**src/rtl/kipa_pkg.sv**
```systemverilog
`default_nettype none
package kipa_pkg;

  localparam int FUNC_W     = 2;
  localparam int KID_W      = 32;
  localparam int SLOT_IDX_W = 7;
  localparam int STATUS_W   = 2;
  localparam int COUNT_W    = 8;

  localparam logic [FUNC_W-1:0] OP_ACQUIRE = 2'd0;
  localparam logic [FUNC_W-1:0] OP_RELEASE = 2'd1;
  localparam logic [FUNC_W-1:0] OP_COUNT   = 2'd2;
  localparam logic [FUNC_W-1:0] OP_LOAD    = 2'd3;

  localparam logic [STATUS_W-1:0] ST_OK            = 2'd0;
  localparam logic [STATUS_W-1:0] ST_NONE_IDLE     = 2'd1;
  localparam logic [STATUS_W-1:0] ST_EMPTY_RELEASE = 2'd2;

  localparam logic [COUNT_W-1:0] COUNT_MAX = 8'hFF;

  typedef struct packed {
    logic empty;
    logic hit;
    logic busy;
  } kipa_cmp_t;

endpackage
`default_nettype wire

```
**src/rtl/kipa_cmp.sv**
```systemverilog
`default_nettype none
module kipa_cmp #(
  parameter int ID_BITS = 32
) (
  input  wire logic [ID_BITS:0]   entry,
  input  wire logic               entry_vld,
  input  wire logic [ID_BITS-1:0] key,
  output kipa_pkg::kipa_cmp_t     res
);
  import kipa_pkg::*;

  logic [ID_BITS-1:0] id;

  // never-written slots read as empty and idle
  assign id        = entry_vld ? entry[ID_BITS-1:0] : '0;
  assign res.empty = (id == '0);
  assign res.hit   = (id != '0) && (id == key);
  assign res.busy  = entry_vld && entry[ID_BITS];

endmodule
`default_nettype wire

```
**config.mk**
```make
export PLATFORM = sky130hd
export DESIGN_NAME = kipa_cmp
export DESIGN_NICKNAME = d
export VERILOG_FILES = /design/src/rtl/kipa_pkg.sv /design/src/rtl/kipa_cmp.sv
export SDC_FILE = /design/constraint.sdc
export NUM_CORES = 1
export LEC_CHECK = 0
export BUFFER_PORTS_ARGS = -buffer_cell sky130_fd_sc_hd__buf_2
export CAP_MARGIN = 20
export CORE_MARGIN = 3
export CORE_UTILIZATION = 36
export DETAILED_ROUTE_END_ITERATION = 8
export PLACE_DENSITY_LB_ADDON = 0.25
export SETUP_SLACK_MARGIN = 0.1
export SYNTH_ARGS = -nofsm -noshare
export SYNTH_HDL_FRONTEND = slang
export SYNTH_SLANG_ARGS = --single-unit
```
**constraint.sdc**
```tcl
create_clock -name vclk -period 1.4
set_input_delay 0.28 -clock vclk [all_inputs]
set_output_delay 0.28 -clock vclk [all_outputs]
set_load 0.02 [all_outputs]
```
Word level (Yosys, flattened, before mapping)
Cells that the tools add are included.
{"block": "op_classes", "reduce_logical": 4, "n_eq_ne": 1, "mux": 1}
{"cell": "$eq A32 B32 Y1", "n": 1}
{"cell": "$logic_not A32 Y1", "n": 1}
{"cell": "$mux W32", "n": 1}
{"cell": "$reduce_bool A32 Y1", "n": 1}
{"cell": "$logic_and A1 B1 Y1", "n": 2}
{"block": "word_totals", "in_bits": 66, "reg_bits": 0, "word_cells": 6, "output_inout_bits": 3}

Depth between registers and ports, before layout
{"block": "depth", "depth_word": 3, "ltp_mapped": 6, "mapped_depth_nobuf": 5}

Worst setup path before layout
Ideal clock, no wire load.
{"block": "synth_path", "path_type": "input-to-output", "startpoint": "input port entry[4]", "endpoint": "output port res[1] (netlist bit)", "t_required_ps": 1120, "t_arrival_ps": 1541, "n_path_buf": 0, "setup_slack_ps": -421, "path_stages": 5, "cell_sequence": "nor4_1 nand4_1 o21ai_0 a21oi_1 and4_1"}
{"element": "from (decl)", "line": "kipa_cmp.sv:5", "rtl": "input wire logic [ID_BITS:0] entry,"}
{"element": "to (decl)", "line": "kipa_cmp.sv:8", "rtl": "output kipa_pkg::kipa_cmp_t res"}

==> results.ini <==
[run_status]
status = complete, but fails checks
failed_checks = setup timing

[global_routing]
grt_max_degree = 13
antenna_found_initial = 0
grt_usage = 0.210
grt-ovfl-total = 0
grt_pass1_vias = 1219
grt_pass1_wl_mm = 4.62

[routing]
vias_per_cell = 5.77
drt-pass1-iter-count = 4
drc_errors = 0
wl_mm = 3.43
first_iter_violations = 18
wl_per_cell_um = 15.1
via_count = 1316
ant_nets = 0

[sta]
fin_setup_tns_ns = -0.611
finalCritPeriodShare = 1.31
setup_viol_count_final = 2
finalWorstSetupSlack_ns = -0.435
tightestPinTransition_ns = 0.324
fmax_mhz = 545
slew_headroom = 0.784
finalHoldViolations = 0
min_period_ns = 1.83
rsz0062_at_grt = true
final-max-slew-violation-count = 0

[floorplan]
die_area_um2 = 2790
die_y_um = 52.9
start_util = 0.391
pin_count = 69
chipWidth_um = 52.9
core_um2 = 2020
rows = 16

[logic_synthesis]
synth.avg_cell_area_um2 = 7.19
syn_nets = 176
synth_top_area_share = 0.133
syn_area_um2 = 791
ys_types = 30
synthCells = 110
synth_top_area_cell = xnor2_1
yosysWarnings = 0
ys_top_cells_by_area = xnor2_1 13%, a31o_2 10%, a22oi_1 9.5%
synth-seq-area-share = 0

[critical_path]
cp_max_fo = 3
crit_chain = buf_2 > and4bb_2 > a31o_1 > a22oi_2 > nor4b_4 > and4_4 > buf_6
cpMaxStageDelayCell = and4bb_2
path_class = in -> out
worstSetupEndpoint = res[1]
worstPathArrival_ns = 1.55
worstSetupStartpointType = primary input
startpoint = key[19]
cpPeakStageDelay_ns = 0.29
crit_required_ns = 1.12
cp-end-kind = output port

[finish]
area_growth_pct = 107
clock_buffers = 0
final_util = 0.810
drive_gt1_frac = 0.652
final_nets = 269
diodes = 0
regArea_um2 = 0
fillers = 144
seq_cells = 0
stdcell_area_um2 = 1640

[placed_design]
placed_cell_area_um2 = 1340
io_buffers = 69
gp_congestion = 0.765
dp_hpwl_mm = 2.55

[run]
max_cap_viol_count = 0

[power_and_ir_drop]
p_per_area_nw_per_um2 = 290
peakVddDrop_mv = 0.191
p_leak_uw = 0.000713

[hold_path]
hp-class = in -> out

## cell type report
class / count / area (um2) / share of cell area
Timing Repair Buffer: 94 / 641 / 0.391
Tap cell: 27 / 33.8 / 0.0206
Multi-Input combinational cell: 104 / 952 / 0.581
Inverter: 3 / 11.3 / 0.00688
## layer usage
layer | GRT usage | wire length (um)
met4 | 0.0340 | 72
met2 | 0.442 | 1960
met1 | 0.228 | 1220
met3 | 0.00282 | 178
met5 | 0 | 0
## synth_stat cells, drive strengths merged
cell type,n
nand2b,2
o2111ai,1
and4,1
a31o,10
and3,1
nor4bb,6
nand4,2
clkbuf,1
o32ai,3
inv,3
nor4b,1
xnor2,12
and2,1
xor2,6
or3,1
nand4b,1
nor4,10
and4bb,4
o21ai,13
a22oi,10
a21oi,2
o22ai,1
nor2,11
nor3,2
nand2,2
buf,2
a221oi,1
## critical path: cells and delay by family
kind / cells / cell delay, ns
AO/OA/AOI/OAI: 2 / 0.22
buffers and inverters: 2 / 0.23
AND/OR/NAND/NOR: 3 / 0.82
## metrics by stage
| stage | hold WS [ns] | power, uW | instances | setup WS, ns |
|---|---|---|---|---|
| after global routing | 0.919 | 509 | 228 | -0.467 |
| final | 0.893 | 474 | 228 | -0.435 |
| after global placement | 0.886 | 353 | 228 | -0.498 |
| after CTS | 0.896 | 403 | 228 | -0.431 |
| after detailed placement | 0.896 | 372 | 228 | -0.531 |
| after floorplan | 0.753 | 155 | 110 | -0.204 |
## cells in the final DEF, fill, tap and decap left out, types with 3 or more instances in the layout
cell type   n
a22oi_1     5
a22oi_2     5
a31o_2      9
and4bb_1    3
buf_2      53
buf_4      24
buf_6      16
inv_1       3
nor2_1     11
nor4_2      7
o21ai_0    11
xnor2_1    12
xor2_1      5
## power breakdown
part / leakage [uW] / internal (uW) / switching (uW)
logic: 0.000713 / 264 / 210
clock network: 0 / 0 / 0
registers: 0 / 0 / 0
total: 0.000713 / 264 / 210
## worst min-delay path by stage
stage                     depth (start not counted)      start  slack (ns)  endpoint
after floorplan                                   3  entry[27]        0.75    res[2]
after global placement                            3  entry[32]        0.89    res[0]
after detailed placement                          3  entry[32]        0.90    res[0]
after CTS                                         3  entry[32]        0.90    res[0]
after global routing                              3  entry[32]        0.92    res[0]
final                                             3  entry[32]        0.89    res[0]
## cells by family after synthesis
family	share of synthesized area
AOI/OAI and AO/OA	0.372
xor gates and xnor gates	0.199
buffers and inverters	0.0395
and+or+nand+nor	0.389
## timing repair
| item | CTS | global route |
|---|---|---|
| hold buffers | 0 | 0 |
| setup endpoints to repair | 2 | 2 |
| cloned | 0 | 0 |
| pin swaps | 8 | 16 |
| setup buffers | 1 | 0 |
| gates resized for setup | 22 | 36 |
(Power assumes the default switching activity.)
